**src/rtl/mqrbs_pkg.sv**
```systemverilog
// Shared types and constants of the multi-queue ring buffer with search.
// Field widths, request and status codes, controller state and the
// command/status structs between controller and datapath. No dependencies.
package mqrbs_pkg;

	// Field widths of one request item and one result item
	localparam int REQ_W  = 3;
	localparam int QIDX_W = 3;
	localparam int LOC_W  = 16;
	localparam int PAY_W  = 32;
	localparam int STAT_W = 2;
	localparam int LEN_W  = 4;
	localparam int ACT_W  = 4;

	// Stream widths, padded to whole bytes
	localparam int IN_BITS     = REQ_W + QIDX_W + LOC_W + PAY_W;
	localparam int IN_TDATA_W  = ((IN_BITS + 7) / 8) * 8;
	localparam int OUT_BITS    = STAT_W + LOC_W + PAY_W + LEN_W + 1;
	localparam int OUT_TDATA_W = ((OUT_BITS + 7) / 8) * 8;

	// Active queue count after reset
	localparam logic [ACT_W-1:0] ACT_RESET = 4'd8;

	typedef enum logic [REQ_W-1:0] {
		REQ_PUSH      = 3'd0,
		REQ_POP       = 3'd1,
		REQ_PEEK_HEAD = 3'd2,
		REQ_PEEK_TAIL = 3'd3,
		REQ_LENGTH    = 3'd4,
		REQ_SEARCH    = 3'd5
	} req_t;

	typedef enum logic [STAT_W-1:0] {
		STAT_OK        = 2'd0,
		STAT_FULL      = 2'd1,
		STAT_EMPTY     = 2'd2,
		STAT_BAD_INDEX = 2'd3
	} status_t;

	typedef enum logic [1:0] {
		FSM_IDLE,
		FSM_SCAN,
		FSM_FINISH
	} fsm_t;

	// Controller to datapath
	typedef struct packed {
		logic exec;      // execute the item on the input bus
		logic scan_rd;   // issue the next search read
		logic load_out;  // load the result register
	} ctl_cmd_t;

	// Datapath to controller
	typedef struct packed {
		logic is_search; // item on the input bus is a location search
		logic hit;       // search read returned a live matching entry
		logic scan_end;  // every search read has been issued
		logic scan_done; // every search read issued and checked
	} dp_sts_t;

endpackage

```
**src/rtl/multi_queue_ring_buffer_with_search_core.sv**
```systemverilog
// Multi-queue ring buffer with location search: NUM_QUEUES circular FIFOs of
// QUEUE_DEPTH entries held in one entry RAM with registered read. One request
// is worked at a time. Push, pop, peek, length and rejected requests are
// executed on acceptance; the result register is then loaded with the RAM
// read data once it is free. A location search scans the entry RAM of the
// first min(active_queues, NUM_QUEUES) queues one slot per cycle, queue by
// queue, and stops at the first live hit. A result waiting in the output
// register does not block acceptance of the next request.
// Depends on mqrbs_pkg, mqrbs_ctrl, mqrbs_dp and mqrbs_ram.
module multi_queue_ring_buffer_with_search_core #(
	parameter int NUM_QUEUES  = 8,
	parameter int QUEUE_DEPTH = 8
) (
	input  logic                              clk,
	input  logic                              arst_n,
	// s_tdata: req_type[2:0], queue_index[5:3], location_id[21:6],
	// goal_payload[53:22], zero pad [55:54]
	input  logic                              s_tvalid,
	output logic                              s_tready,
	input  logic [mqrbs_pkg::IN_TDATA_W-1:0]  s_tdata,
	// m_tdata: status[1:0], out_location[17:2], out_payload[49:18],
	// out_length[53:50], found[54], zero pad [55]
	output logic                              m_tvalid,
	input  logic                              m_tready,
	output logic [mqrbs_pkg::OUT_TDATA_W-1:0] m_tdata,
	// active_queues register
	input  logic                              cfg_we,
	input  logic [mqrbs_pkg::ACT_W-1:0]       cfg_wdata
);

	import mqrbs_pkg::*;

	ctl_cmd_t cmd;
	dp_sts_t  sts;

	mqrbs_ctrl u_ctrl (
		.clk      (clk),
		.arst_n   (arst_n),
		.s_tvalid (s_tvalid),
		.s_tready (s_tready),
		.m_tvalid (m_tvalid),
		.m_tready (m_tready),
		.sts      (sts),
		.cmd      (cmd)
	);

	mqrbs_dp #(
		.NUM_QUEUES  (NUM_QUEUES),
		.QUEUE_DEPTH (QUEUE_DEPTH)
	) u_dp (
		.clk       (clk),
		.arst_n    (arst_n),
		.cmd       (cmd),
		.sts       (sts),
		.in_data   (s_tdata),
		.cfg_we    (cfg_we),
		.cfg_wdata (cfg_wdata),
		.out_data  (m_tdata)
	);

endmodule

```
**src/rtl/mqrbs_ram.sv**
```systemverilog
// Generic single-port-write, single-port-read RAM with registered read data.
// Read data holds when no read is issued. No package dependency.
module mqrbs_ram #(
	parameter int WIDTH = 48,
	parameter int DEPTH = 64
) (
	input  logic                                   clk,
	input  logic                                   we,
	input  logic [((DEPTH > 1) ? $clog2(DEPTH) : 1)-1:0] waddr,
	input  logic [WIDTH-1:0]                       wdata,
	input  logic                                   re,
	input  logic [((DEPTH > 1) ? $clog2(DEPTH) : 1)-1:0] raddr,
	output logic [WIDTH-1:0]                       rdata
);

	logic [WIDTH-1:0] mem_q [DEPTH];
	logic [WIDTH-1:0] rdata_q;

	// Write port
	always_ff @(posedge clk) begin
		if (we) begin
			mem_q[waddr] <= wdata;
		end
	end

	// Registered read port
	always_ff @(posedge clk) begin
		if (re) begin
			rdata_q <= mem_q[raddr];
		end
	end

	assign rdata = rdata_q;

endmodule

```
**src/rtl/mqrbs_ctrl.sv**
```systemverilog
// Controller state machine of the multi-queue ring buffer with search.
// Sequences execute, search scan and result load; depends on mqrbs_pkg.
module mqrbs_ctrl (
	input  logic                 clk,
	input  logic                 arst_n,
	input  logic                 s_tvalid,
	output logic                 s_tready,
	output logic                 m_tvalid,
	input  logic                 m_tready,
	input  mqrbs_pkg::dp_sts_t   sts,
	output mqrbs_pkg::ctl_cmd_t  cmd
);

	import mqrbs_pkg::*;

	fsm_t state_q;
	fsm_t state_d;
	logic out_valid_q;
	logic out_free;

	assign out_free = !out_valid_q || m_tready;
	assign m_tvalid = out_valid_q;

	// State register
	always_ff @(posedge clk or negedge arst_n) begin
		if (!arst_n) begin
			state_q <= FSM_IDLE;
		end else begin
			state_q <= state_d;
		end
	end

	// Next state and commands
	always_comb begin
		state_d  = state_q;
		cmd      = '0;
		s_tready = 1'b0;
		case (state_q)
			FSM_IDLE: begin
				s_tready = 1'b1;
				if (s_tvalid) begin
					cmd.exec = 1'b1;
					state_d  = sts.is_search ? FSM_SCAN : FSM_FINISH;
				end
			end
			FSM_SCAN: begin
				cmd.scan_rd = !sts.scan_end && !sts.hit;
				if (sts.hit || sts.scan_done) begin
					state_d = FSM_FINISH;
				end
			end
			FSM_FINISH: begin
				if (out_free) begin
					cmd.load_out = 1'b1;
					state_d      = FSM_IDLE;
				end
			end
			default: begin
				state_d = FSM_IDLE;
			end
		endcase
	end

	// Result valid: set on load, drop once taken
	always_ff @(posedge clk or negedge arst_n) begin
		if (!arst_n) begin
			out_valid_q <= 1'b0;
		end else if (cmd.load_out) begin
			out_valid_q <= 1'b1;
		end else if (m_tready) begin
			out_valid_q <= 1'b0;
		end
	end

`ifndef SYNTHESIS
	// A result is never overwritten before it is taken
	a_load_free: assert property (@(posedge clk) disable iff (!arst_n)
		cmd.load_out |-> (!out_valid_q || m_tready))
		else $error("result register loaded while occupied");

	// A queue request goes straight to result load
	a_queue_finish: assert property (@(posedge clk) disable iff (!arst_n)
		(s_tvalid && s_tready && !sts.is_search) |=> (state_q == FSM_FINISH))
		else $error("queue request did not go to finish");

	// A search hit ends the scan at once
	a_hit_stops: assert property (@(posedge clk) disable iff (!arst_n)
		(state_q == FSM_SCAN && sts.hit) |=> (state_q == FSM_FINISH))
		else $error("search kept scanning after a hit");
`endif

endmodule

```
**src/rtl/mqrbs_dp.sv**
```systemverilog
// Datapath of the multi-queue ring buffer with search: per-queue head and
// fill registers, entry RAM, search scan and result register.
// Depends on mqrbs_pkg and mqrbs_ram.
module mqrbs_dp #(
	parameter int NUM_QUEUES  = 8,
	parameter int QUEUE_DEPTH = 8
) (
	input  logic                                  clk,
	input  logic                                  arst_n,
	input  mqrbs_pkg::ctl_cmd_t                   cmd,
	output mqrbs_pkg::dp_sts_t                    sts,
	input  logic [mqrbs_pkg::IN_TDATA_W-1:0]      in_data,
	input  logic                                  cfg_we,
	input  logic [mqrbs_pkg::ACT_W-1:0]           cfg_wdata,
	output logic [mqrbs_pkg::OUT_TDATA_W-1:0]     out_data
);

	import mqrbs_pkg::*;

	localparam int QI_W    = (NUM_QUEUES > 1) ? $clog2(NUM_QUEUES) : 1;
	localparam int PTR_W   = (QUEUE_DEPTH > 1) ? $clog2(QUEUE_DEPTH) : 1;
	localparam int CNT_W   = $clog2(QUEUE_DEPTH + 1);
	localparam int SUM_W   = CNT_W + 1;
	localparam int ENTRIES = NUM_QUEUES * QUEUE_DEPTH;
	localparam int AW      = (ENTRIES > 1) ? $clog2(ENTRIES) : 1;
	localparam int NQ_W    = $clog2(NUM_QUEUES + 1);
	localparam int CW      = (NQ_W > ACT_W) ? NQ_W : ACT_W;
	localparam int ENT_W   = LOC_W + PAY_W;

	localparam logic [SUM_W-1:0] DEPTH_S  = SUM_W'(QUEUE_DEPTH);
	localparam logic [CNT_W-1:0] DEPTH_C  = CNT_W'(QUEUE_DEPTH);
	localparam logic [AW-1:0]    DEPTH_A  = AW'(QUEUE_DEPTH);
	localparam logic [PTR_W-1:0] LAST_PTR = PTR_W'(QUEUE_DEPTH - 1);
	localparam logic [CW-1:0]    NQ_MAX   = CW'(NUM_QUEUES);

	// Reduce a sum below twice the depth to a ring slot
	function automatic logic [PTR_W-1:0] wrap_slot(input logic [SUM_W-1:0] v);
		logic [SUM_W-1:0] r;
		r = (v >= DEPTH_S) ? v - DEPTH_S : v;
		return r[PTR_W-1:0];
	endfunction

	// Request fields
	logic [REQ_W-1:0]  in_req;
	logic [QIDX_W-1:0] in_q;
	logic [LOC_W-1:0]  in_loc;
	logic [PAY_W-1:0]  in_pay;

	assign in_req = in_data[REQ_W-1:0];
	assign in_q   = in_data[REQ_W +: QIDX_W];
	assign in_loc = in_data[REQ_W + QIDX_W +: LOC_W];
	assign in_pay = in_data[REQ_W + QIDX_W + LOC_W +: PAY_W];

	// State
	logic [ACT_W-1:0] active_q;
	logic [PTR_W-1:0] head_q [NUM_QUEUES];
	logic [CNT_W-1:0] fill_q [NUM_QUEUES];

	// Request decode
	logic [CW-1:0]    nq;
	logic [CW-1:0]    q_ext;
	logic             q_ok;
	logic [QI_W-1:0]  q_sel;
	logic [PTR_W-1:0] head_sel;
	logic [CNT_W-1:0] fill_sel;
	logic [SUM_W-1:0] tail_sum;
	logic [AW-1:0]    q_base;

	logic [STAT_W-1:0] dec_status;
	logic [LEN_W-1:0]  dec_len;
	logic              dec_use_ram;
	logic              do_push;
	logic              do_pop;
	logic [PTR_W-1:0]  rd_slot;

	// Entry RAM
	logic              ram_we;
	logic [AW-1:0]     ram_waddr;
	logic [ENT_W-1:0]  ram_wdata;
	logic              ram_re;
	logic [AW-1:0]     ram_raddr;
	logic [ENT_W-1:0]  ram_rdata;

	// Search scan
	logic [CW-1:0]    scan_q_q;
	logic [PTR_W-1:0] scan_slot_q;
	logic [QI_W-1:0]  scan_idx;
	logic [PTR_W-1:0] scan_head;
	logic [CNT_W-1:0] scan_fill;
	logic [SUM_W-1:0] scan_off;
	logic             scan_live;
	logic [AW-1:0]    scan_addr;
	logic             scan_valid_s1;
	logic             scan_live_s1;
	logic             hit;
	logic             found_q;
	logic [LOC_W-1:0] req_loc_q;

	// Pending result
	logic [STAT_W-1:0] res_status_q;
	logic [LEN_W-1:0]  res_len_q;
	logic              res_use_ram_q;
	logic              res_search_q;

	// Result register
	logic [STAT_W-1:0] out_status_q;
	logic [LOC_W-1:0]  out_loc_q;
	logic [PAY_W-1:0]  out_pay_q;
	logic [LEN_W-1:0]  out_len_q;
	logic              out_found_q;

	// Clamp the active count to the queues built
	assign nq = (CW'(active_q) > NQ_MAX) ? NQ_MAX : CW'(active_q);

	assign q_ext    = CW'(in_q);
	assign q_ok     = q_ext < nq;
	assign q_sel    = q_ext[QI_W-1:0];
	assign head_sel = head_q[q_sel];
	assign fill_sel = fill_q[q_sel];
	assign tail_sum = SUM_W'(head_sel) + SUM_W'(fill_sel);
	assign q_base   = AW'(q_sel) * DEPTH_A;

	// Classify the request and pick the result
	always_comb begin
		dec_status  = STAT_OK;
		dec_len     = '0;
		dec_use_ram = 1'b0;
		do_push     = 1'b0;
		do_pop      = 1'b0;
		rd_slot     = head_sel;
		if (in_req == REQ_SEARCH) begin
			dec_status = STAT_OK;
		end else if ((in_req > REQ_SEARCH) || !q_ok) begin
			dec_status = STAT_BAD_INDEX;
		end else begin
			case (req_t'(in_req))
				REQ_PUSH: begin
					if (fill_sel == DEPTH_C) begin
						dec_status = STAT_FULL;
						dec_len    = LEN_W'(fill_sel);
					end else begin
						do_push = 1'b1;
						dec_len = LEN_W'(fill_sel + CNT_W'(1));
					end
				end
				REQ_POP, REQ_PEEK_HEAD, REQ_PEEK_TAIL: begin
					if (fill_sel == '0) begin
						dec_status = STAT_EMPTY;
					end else begin
						dec_use_ram = 1'b1;
						if (in_req == REQ_PEEK_TAIL) begin
							rd_slot = wrap_slot(tail_sum - SUM_W'(1));
						end
						if (in_req == REQ_POP) begin
							do_pop  = 1'b1;
							dec_len = LEN_W'(fill_sel - CNT_W'(1));
						end else begin
							dec_len = LEN_W'(fill_sel);
						end
					end
				end
				REQ_LENGTH: begin
					dec_len = LEN_W'(fill_sel);
				end
				default: begin
					dec_status = STAT_BAD_INDEX;
				end
			endcase
		end
	end

	// Liveness of the slot under scan: offset from head below fill
	assign scan_idx  = scan_q_q[QI_W-1:0];
	assign scan_head = head_q[scan_idx];
	assign scan_fill = fill_q[scan_idx];
	assign scan_off  = SUM_W'(scan_slot_q) + ((scan_slot_q < scan_head) ? DEPTH_S : '0)
		- SUM_W'(scan_head);
	assign scan_live = scan_off < SUM_W'(scan_fill);
	assign scan_addr = AW'(scan_idx) * DEPTH_A + AW'(scan_slot_q);

	// RAM ports
	assign ram_we    = cmd.exec && do_push;
	assign ram_waddr = q_base + AW'(wrap_slot(tail_sum));
	assign ram_wdata = {in_pay, in_loc};
	assign ram_re    = (cmd.exec && dec_use_ram) || cmd.scan_rd;
	assign ram_raddr = cmd.scan_rd ? scan_addr : (q_base + AW'(rd_slot));

	mqrbs_ram #(
		.WIDTH (ENT_W),
		.DEPTH (ENTRIES)
	) u_ram (
		.clk   (clk),
		.we    (ram_we),
		.waddr (ram_waddr),
		.wdata (ram_wdata),
		.re    (ram_re),
		.raddr (ram_raddr),
		.rdata (ram_rdata)
	);

	assign hit = scan_valid_s1 && scan_live_s1 && (ram_rdata[LOC_W-1:0] == req_loc_q);

	assign sts.is_search = (in_req == REQ_SEARCH);
	assign sts.hit       = hit;
	assign sts.scan_end  = scan_q_q >= nq;
	assign sts.scan_done = (scan_q_q >= nq) && !scan_valid_s1;

	// Active queue count register
	always_ff @(posedge clk or negedge arst_n) begin
		if (!arst_n) begin
			active_q <= ACT_RESET;
		end else if (cfg_we) begin
			active_q <= cfg_wdata;
		end
	end

	// Advance head and fill of the addressed queue
	always_ff @(posedge clk or negedge arst_n) begin
		if (!arst_n) begin
			for (int i = 0; i < NUM_QUEUES; i++) begin
				head_q[i] <= '0;
				fill_q[i] <= '0;
			end
		end else if (cmd.exec) begin
			if (do_push) begin
				fill_q[q_sel] <= fill_sel + CNT_W'(1);
			end else if (do_pop) begin
				head_q[q_sel] <= wrap_slot(SUM_W'(head_sel) + SUM_W'(1));
				fill_q[q_sel] <= fill_sel - CNT_W'(1);
			end
		end
	end

	// Scan counters, read pipeline and hit flag
	always_ff @(posedge clk or negedge arst_n) begin
		if (!arst_n) begin
			scan_q_q      <= '0;
			scan_slot_q   <= '0;
			scan_valid_s1 <= 1'b0;
			found_q       <= 1'b0;
		end else begin
			scan_valid_s1 <= cmd.scan_rd;
			if (cmd.exec) begin
				scan_q_q    <= '0;
				scan_slot_q <= '0;
				found_q     <= 1'b0;
			end else begin
				if (hit) begin
					found_q <= 1'b1;
				end
				if (cmd.scan_rd) begin
					if (scan_slot_q == LAST_PTR) begin
						scan_slot_q <= '0;
						scan_q_q    <= scan_q_q + CW'(1);
					end else begin
						scan_slot_q <= scan_slot_q + PTR_W'(1);
					end
				end
			end
		end
	end

	// Liveness travels with the read
	always_ff @(posedge clk) begin
		scan_live_s1 <= scan_live;
	end

	// Hold the decoded result and the search key
	always_ff @(posedge clk) begin
		if (cmd.exec) begin
			req_loc_q     <= in_loc;
			res_status_q  <= dec_status;
			res_len_q     <= dec_len;
			res_use_ram_q <= dec_use_ram;
			res_search_q  <= (in_req == REQ_SEARCH);
		end
	end

	// Result register
	always_ff @(posedge clk) begin
		if (cmd.load_out) begin
			out_status_q <= res_status_q;
			out_loc_q    <= res_use_ram_q ? ram_rdata[LOC_W-1:0] : '0;
			out_pay_q    <= res_use_ram_q ? ram_rdata[ENT_W-1:LOC_W] : '0;
			out_len_q    <= res_len_q;
			out_found_q  <= res_search_q && found_q;
		end
	end

	assign out_data = OUT_TDATA_W'({out_found_q, out_len_q, out_pay_q, out_loc_q, out_status_q});

`ifndef SYNTHESIS
	// Push writes and queue or search reads never share a cycle
	a_ram_excl: assert property (@(posedge clk) disable iff (!arst_n)
		!(ram_we && ram_re))
		else $error("entry RAM written and read together");

	// Fill count of the addressed queue stays within the depth
	a_fill_range: assert property (@(posedge clk) disable iff (!arst_n)
		cmd.exec |-> (fill_sel <= DEPTH_C))
		else $error("fill count beyond queue depth");

	// Reads stay inside the entry store
	a_raddr_range: assert property (@(posedge clk) disable iff (!arst_n)
		ram_re |-> (ram_raddr < ENTRIES))
		else $error("entry RAM read out of range");
`endif

endmodule

```
**config.mk**
```make
export PLATFORM = sky130hd
export DESIGN_NAME = multi_queue_ring_buffer_with_search_core
export DESIGN_NICKNAME = d
export VERILOG_FILES = /design/src/rtl/mqrbs_pkg.sv /design/src/rtl/multi_queue_ring_buffer_with_search_core.sv /design/src/rtl/mqrbs_ram.sv /design/src/rtl/mqrbs_ctrl.sv /design/src/rtl/mqrbs_dp.sv
export SDC_FILE = /design/constraint.sdc
export NUM_CORES = 2
export LEC_CHECK = 0
export BUFFER_PORTS_ARGS = -buffer_cell sky130_fd_sc_hd__buf_2
export CAP_MARGIN = 5
export CORE_UTILIZATION = 45
export CTS_BUF_LIST = sky130_fd_sc_hd__clkbuf_2
export CTS_CLUSTER_DIAMETER = 40
export DETAILED_ROUTE_END_ITERATION = 8
export SLEW_MARGIN = 5
export SYNTH_ARGS = -nofsm -noshare
export SYNTH_HDL_FRONTEND = slang
export SYNTH_SLANG_ARGS = --single-unit
```
**constraint.sdc**
```tcl
create_clock -name clk -period 8.1 [get_ports clk]
set_input_delay 0.81 -clock clk [delete_from_list [all_inputs] [get_ports clk]]
set_output_delay 0.81 -clock clk [all_outputs]
set_load 0.01 [all_outputs]
```
After elaboration in Yosys (flattened, before gate mapping)

Memories as Yosys holds them, arrays and structs flattened. A register that Yosys moved wholly into a read port is not among the register bits.
Index checks and enable logic that the tools add are counted.
Widths: inputs -> output; s select.

Add/subtract/negate cells: 15
Order comparisons: 12
Eq/ne operators: 13
Mux-type cells: 76
Bitwise logic cells: 3
Reduce and logical (&&, ||, !) cells: 31

Operators with widths:

| cell                | number |
|---|---|
| $bwmux 32           | 2 |
| $mux 32             | 2 |
| $mux 4              | 13 |
| $mux 3              | 16 |
| $mux 1              | 26 |
| $bmux 4 s3          | 2 |
| $bwmux 24           | 1 |
| $add 6x3->6         | 3 |
| $bmux 3 s3          | 2 |
| $eq 16x16->1        | 1 |
| $demux 4 s3         | 1 |
| $ge 4x4->1 const B  | 3 |
| $mux 2              | 6 |
| $pmux 2 s3          | 2 |
| $pmux 4 s3          | 1 |
| $ge 5x4->1 const B  | 2 |
| $reduce_bool 2->1   | 5 |
| $demux 3 s3         | 1 |
| $eq 3x3->1 const B  | 3 |
| $sub 3x1->3 const B | 3 |
| $add 4x1->4 const B | 2 |
| $logic_and 1x1->1   | 8 |
| $not 3->4           | 2 |
| $eq 3x2->1 const B  | 2 |
| other kinds (31)    | 41 |

Bits in registers: 152
RAM bits: 3072
Input port bits: 65
Output and inout port bits: 58
Logic and storage cells: 185
Memories: 1

Memory list:

| memory           | depth | width | rd ports | clocked after Yosys merged registers in | wr ports | line            | RTL |
|---|---|---|---|---|---|---|---|
| u_dp.u_ram.mem_q | 64    | 48    | 1        | 1                                       | 1        | mqrbs_ram.sv:16 | `logic [WIDTH-1:0] mem_q [DEPTH];` |

Depth between registers and ports, before layout

Depth in word-level cells: 15
Gate-level depth with buffers: 21

Cells and area by module

From an unflattened synthesis, not the netlist that was laid out.

Cell total of the unflattened synthesis: 5545
Area total of the unflattened synthesis: 125334.0 um^2

Modules (own cells, without submodules):

| module     | instances | cells each | area an instance (um^2) |
|---|---|---|---|
| mqrbs_ram  | 1         | 4970       | 117620.3 |
| mqrbs_dp   | 1         | 558        | 7549.7 |
| mqrbs_ctrl | 1         | 17         | 163.9 |

Least setup slack after synthesis

Ideal clock, no wire load.

Path type: input -> register
Start point: input s_tdata[3] (netlist bit)
End point: register u_dp.u_ram.rdata_q[0], in the netlist u_dp.u_ram.rdata[0], read port of u_dp.u_ram.mem_q (enable)
Setup time: 525 ps
Data arrival time: 6504 ps
Required time: 7575 ps
Setup slack: 1070 ps
Stages on the path: 13
Buffers on the path: 4
Cell sequence: buf_6 > buf_2 > buf_1 > mux2i_1 > o2bb2ai_1 > a221oi_1 > clkbuf_1 > ha_1 > inv_1 > a221oi_4 > a31oi_4 > nand2_1 > o31ai_1

RTL lines:

| element                                    | line                                           | RTL |
|---|---|---|
| start, declared                            | multi_queue_ring_buffer_with_search_core.sv:20 | `input logic [mqrbs_pkg::IN_TDATA_W-1:0] s_tdata,` |
| $not 3->4 (implied by the code)            | mqrbs_dp.sv:119                                | `assign fill_sel = fill_q[q_sel];` |
| $bmux 4 s3                                 | mqrbs_dp.sv:119                                |  |
| $mux 4 (implied by the code) (2 in series) | mqrbs_dp.sv:119                                |  |
| $logic_not 4->1                            | mqrbs_dp.sv:147                                | `if (fill_sel == '0) begin` |
| $mux 1                                     | mqrbs_dp.sv:147                                |  |
| $mux 1                                     | mqrbs_dp.sv:136                                | `case (req_t'(in_req))` |
| $mux 1 *                                   | mqrbs_dp.sv:133                                | `end else if ((in_req > REQ_SEARCH) \|\| !q_ok) begin` |
| $mux 1 *                                   | mqrbs_dp.sv:131                                | `if (in_req == REQ_SEARCH) begin` |
| $logic_and 1x1->1 *                        | mqrbs_dp.sv:185                                | `assign ram_re = (cmd.exec && dec_use_ram) \|\| cmd.scan_rd;` |
| $logic_or 1x1->1 *                         | mqrbs_dp.sv:185                                |  |
| net u_dp.ram_re                            | mqrbs_dp.sv:80                                 | `logic ram_re;` |
| end, declared                              | mqrbs_ram.sv:17                                | `logic [WIDTH-1:0] rdata_q;` |

The timed path passes the listed nets; every way through them passes the cells marked *. The select of a mux whose other input is x is not followed.
A chain may end at the register's enable or synchronous reset.

Worst setup path after layout

Start point: input s_tdata[4] (netlist bit)
End point: register u_dp.u_ram.rdata_q[31], in the netlist u_dp.u_ram.rdata[31], read port of u_dp.u_ram.mem_q, data pin

Word-level cells in the longest chain between the ends: 15

RTL lines:

| element                                                                     | line                             | RTL |
|---|---|---|
| $not 3->4 (implied by the code)                                             | mqrbs_dp.sv:118, mqrbs_dp.sv:119 |  |
| $bmux 3 s3 / $bmux 4 s3 (equally long branches)                             | mqrbs_dp.sv:118, mqrbs_dp.sv:119 |  |
| $mux 3 (implied by the code) / $mux 4 (equally long branches) (2 in series) | mqrbs_dp.sv:118, mqrbs_dp.sv:119 |  |
| $add 3x4->5                                                                 | mqrbs_dp.sv:120                  | `assign tail_sum = SUM_W'(head_sel) + SUM_W'(fill_sel);` |
| $sub 5x1->5                                                                 | mqrbs_dp.sv:152                  | `rd_slot = wrap_slot(tail_sum - SUM_W'(1));` |
| $ge 5x4->1 / $sub 3x1->3 (equally long branches)                            | mqrbs_dp.sv:39                   | `r = (v >= DEPTH_S) ? v - DEPTH_S : v;` |
| $mux 3                                                                      | mqrbs_dp.sv:39                   |  |
| $mux 3                                                                      | mqrbs_dp.sv:151                  | `if (in_req == REQ_PEEK_TAIL) begin` |
| $mux 3                                                                      | mqrbs_dp.sv:147                  |  |
| $mux 3                                                                      | mqrbs_dp.sv:136                  |  |
| $mux 3                                                                      | mqrbs_dp.sv:133                  |  |
| $mux 3                                                                      | mqrbs_dp.sv:131                  |  |
| $add 6x3->6                                                                 | mqrbs_dp.sv:186                  | `assign ram_raddr = cmd.scan_rd ? scan_addr : (q_base + AW'(rd_slot));` |
| $mux 6                                                                      | mqrbs_dp.sv:186                  |  |

Several ways; a longest one is shown, not always the timed one. The select of a mux whose other input is x is not followed.

==> flow_summary.toml <==
[route]
ant_nets = 0
wire_per_inst_um = 34.2
drcViolationCount = 0
vias = 84100
first_pass_iters = 8
dr.first_iter.drc_count = 11700
routed_wl_um = 444000
via_per_inst = 6.48

[global_routing]
grt_max_degree = 151
grt_remaining_overflow = 0
grt_first_pass_wirelength_um = 614000
track_usage_pct = 29.7
antenna_found_initial = 34
first_global_vias = 80900

[sta]
finalMaxSlewViolations = 0
fin_skew_ns = 0.213
setup_viol = 0
finalCriticalPeriod_ns = 6.74
period_share_pct = 83.2
tns_ns = 0
finalHoldViolCount = 0
rsz0062_at_grt = "no"
worstMarginPinSlew_ns = 1.34
clock.fmax_mhz = 148
max_slew_margin_pct = 10.3

[clocking]
cts_tree = "done"
clk_pin_slew_ns = 0.10
cts_buffers = 805
cts_sinks = 3272
post_cts_buffers = 0
hold_buffers = 197
ctsResizeCount = 0
worstSkewPairLatency_ns = 2.34
clock-root-buffer = "clkbuf_2"
clockBufferDepth = 4
h-tree-depth = 6

[synthesis]
ys.flop_type = "edfxtp_1"
postSynthCellCount = 7776
synth_area_um2 = 130000
synth_area_leaders = "edfxtp_1 (74%), mux2i_1 (6.1%), a221oi_1 (5.2%)"
syn_area_per_cell_um2 = 16.7
ys_seq_area_share_pct = 75.4
synth_top_area_cell = "edfxtp_1"
ys_types = 70
synth_edf_count = 3199
yosysWarnings = 0
synth_fp_nets = 7862
synth_top_area_share_pct = 74.0
synthArstFlopShare_pct = 2.20
synth_seq_cells = 3272

[die]
fp.coreArea_um2 = 286000
dieWidth_um = 539
fp.dieArea_um2 = 291000
die_height_um = 539
initial_core_util_pct = 45.4
pin_count = 123
fp-row-count = 196

[hold_path]
hold_path_class = "input pin to register"

[pwr]
net-switching-power_mw = 10.5
clkPwrFrac_pct = 30.7
power.internal_mw = 24.7
leakage_nw = 51.2
power_density_nw_per_um2 = 240
p_sw_share_pct = 29.8
power_mw = 35.1
p_comb_share_pct = 15.3
ir_drop_mv = 0.150
seq_power_share_pct = 54.0

[placement]
dpl_cell_area_um2 = 137000
hpwl_um = 224000
io_buffers = 119
gp_congestion = 0.820

[final_layout]
num-fill-cells = 23800
area_growth_pct = 12.9
drive_above_1_share_pct = 20.7
nets = 8713
final_cell_area_um2 = 147000

[critical_path]
worstPathMaxFanout = 34
critPathArrivalTime_ns = 8.54
cp-end-kind = "register"
cp-start-kind = "input pin"
cp.required_ns = 9.90
crit_type = "input pin to register"

[outcome]
outcome = "finished clean"

[job]
drv_cap = 0
[worst max-delay path, cell delays in order]
cell and delay, ns:
dlygate4sd3_1 0.52, dlygate4sd3_1 0.54, buf_2 0.34, dlygate4sd3_1 0.88
inv_2 0.25, o2bb2ai_1 0.22, a221oi_1 0.10, buf_4 0.21
inv_1 0.22, ha_1 0.21, inv_1 0.06, fa_1 0.61
ha_1 0.30, xor3_1 0.38, a211oi_1 0.13, a311oi_4 0.93
buf_12 0.37, a221oi_1 0.10, o41ai_1 0.80, o2111ai_1 0.41
[cell families (layout without fill, tap and decap cells)]
kind of cell,Yosys count,count (layout),synth area share [%]
adders and majority gates,21,21,0.214
xor gates and xnor gates,29,29,0.218
AOI/OAI and AO/OA,1814,1814,11.4
other,1,30,0.00289
and+or+nand+nor,1121,1121,3.59
DFF,3272,3272,75.4
buffers and inverters,667,2078,2.40
muxes,851,851,6.82
[flip-flops by register name, indices dropped and copies added, names as in the netlist, 4 cells and up]
register,flops
u_dp.scan_q_q,4
u_dp.fill_q,32
u_dp.u_ram.mem_q,3072
u_dp.req_loc_q,16
u_dp.u_ram.rdata,48
u_dp.out_pay_q,32
u_dp.res_len_q,4
u_dp.out_loc_q,16
u_dp.active_q,4
u_dp.head_q,24
u_dp.out_len_q,4
[synthesized netlist by cell type, types with 21 or more instances]
library cell,count
edfxtp_1,3199
nand2_1,830
mux2i_1,788
a221oi_1,770
a211oi_1,667
clkbuf_1,350
buf_2,199
o41ai_1,144
a22oi_1,110
nor2_1,104
dfrtp_1,71
nor4_1,59
buf_4,55
and2_1,52
o2111ai_1,48
mux2_2,39
o21ai_0,27
mux4_2,22
buf_1,21
buf_6,21
[per-stage QoR]
step / instances / setup WS [ns] / hold WS, ns / util [%]
final: 13000 / 1.36 / 0.200 / 51.2
after global placement: 11400 / 0.763 / 0.411 / 47.9
after detailed placement: 11400 / 0.700 / 0.405 / 47.9
after global routing: 13000 / 1.42 / 0.118 / 51.2
after floorplan: 7776 / 1.07 / 0.400 / -
after CTS: 12900 / 1.76 / 0.000624 / 51.2
[final timing paths]
kind	startpoint	endpoint	slack [ns]	cells after the start
setup / recovery	s_tdata[4]	u_dp.u_ram.rdata[31]$_DFFE_PP_	1.36	20
hold / removal	s_tdata[50]	u_dp.u_ram.mem_q[17][44]$_DFFE_PP_	0.20	4
setup reg to reg	u_dp.head_q[9]$_DFFE_PN0P_	u_dp.u_ram.rdata[31]$_DFFE_PP_	1.72	14
hold reg to reg	u_dp.res_len_q[3]$_SDFFCE_PP0P_	u_dp.out_len_q[3]$_DFFE_PP_	0.44	0
max in group asynchronous	arst_n	u_dp.scan_q_q[3]$_DFFE_PN0P_	6.93	6
min in group asynchronous	arst_n	u_dp.head_q[12]$_DFFE_PN0P_	0.78	6
[layout make-up]
| class | instances | area (um2) | area share [%] |
|---|---|---|---|
| clock inverters | 236 | 1400 | 0.952 |
| diodes | 29 | 72.6 | 0.0495 |
| flip-flops and latches | 3272 | 97900 | 66.8 |
| clock buffers | 1131 | 5660 | 3.86 |
| multi-input cells | 3837 | 29500 | 20.1 |
| repair buffers | 691 | 7310 | 4.99 |
| inverters | 20 | 75.1 | 0.0512 |
| well taps | 3762 | 4710 | 3.21 |
[power groups by stage]
| stage | logic, mW | clock network (mW) | registers (mW) |
|---|---|---|---|
| 2_1_floorplan | 3.13 | 0 | 19.3 |
| 3_3_place_gp | 5.04 | 0 | 19.4 |
| 3_5_place_dp | 5.12 | 0 | 19.4 |
| 4_1_cts | 5.31 | 11.0 | 19.0 |
| 5_1_grt | 5.64 | 11.8 | 19.0 |
| 6_report | 5.37 | 10.8 | 19.0 |
[layout by cell type, fill, tap and decap left out, drive strengths merged, types with 110 or more instances in the layout]
cell / n
edfxtp: 3199
clkinv: 194
buf: 542
mux2i: 789
nand2: 830
clkbuf: 1131
a211oi: 668
dlygate4sd3: 149
a221oi: 771
o41ai: 144
a22oi: 110
[routing by layer]
metal / vias to the layer above / track usage [%] / routed length, um / part of all wire (%)
met1: 43000 / 41.2 / 173000 / 39
met4: 22 / 12.3 / 19000 / 4.3
met5: - / 0 / 146 / 0.033
met2: 5800 / 45.5 / 200000 / 45
met3: 984 / 6.59 / 51100 / 12
li1: 34300 / - / - / -
(Power assumes the default switching activity.)
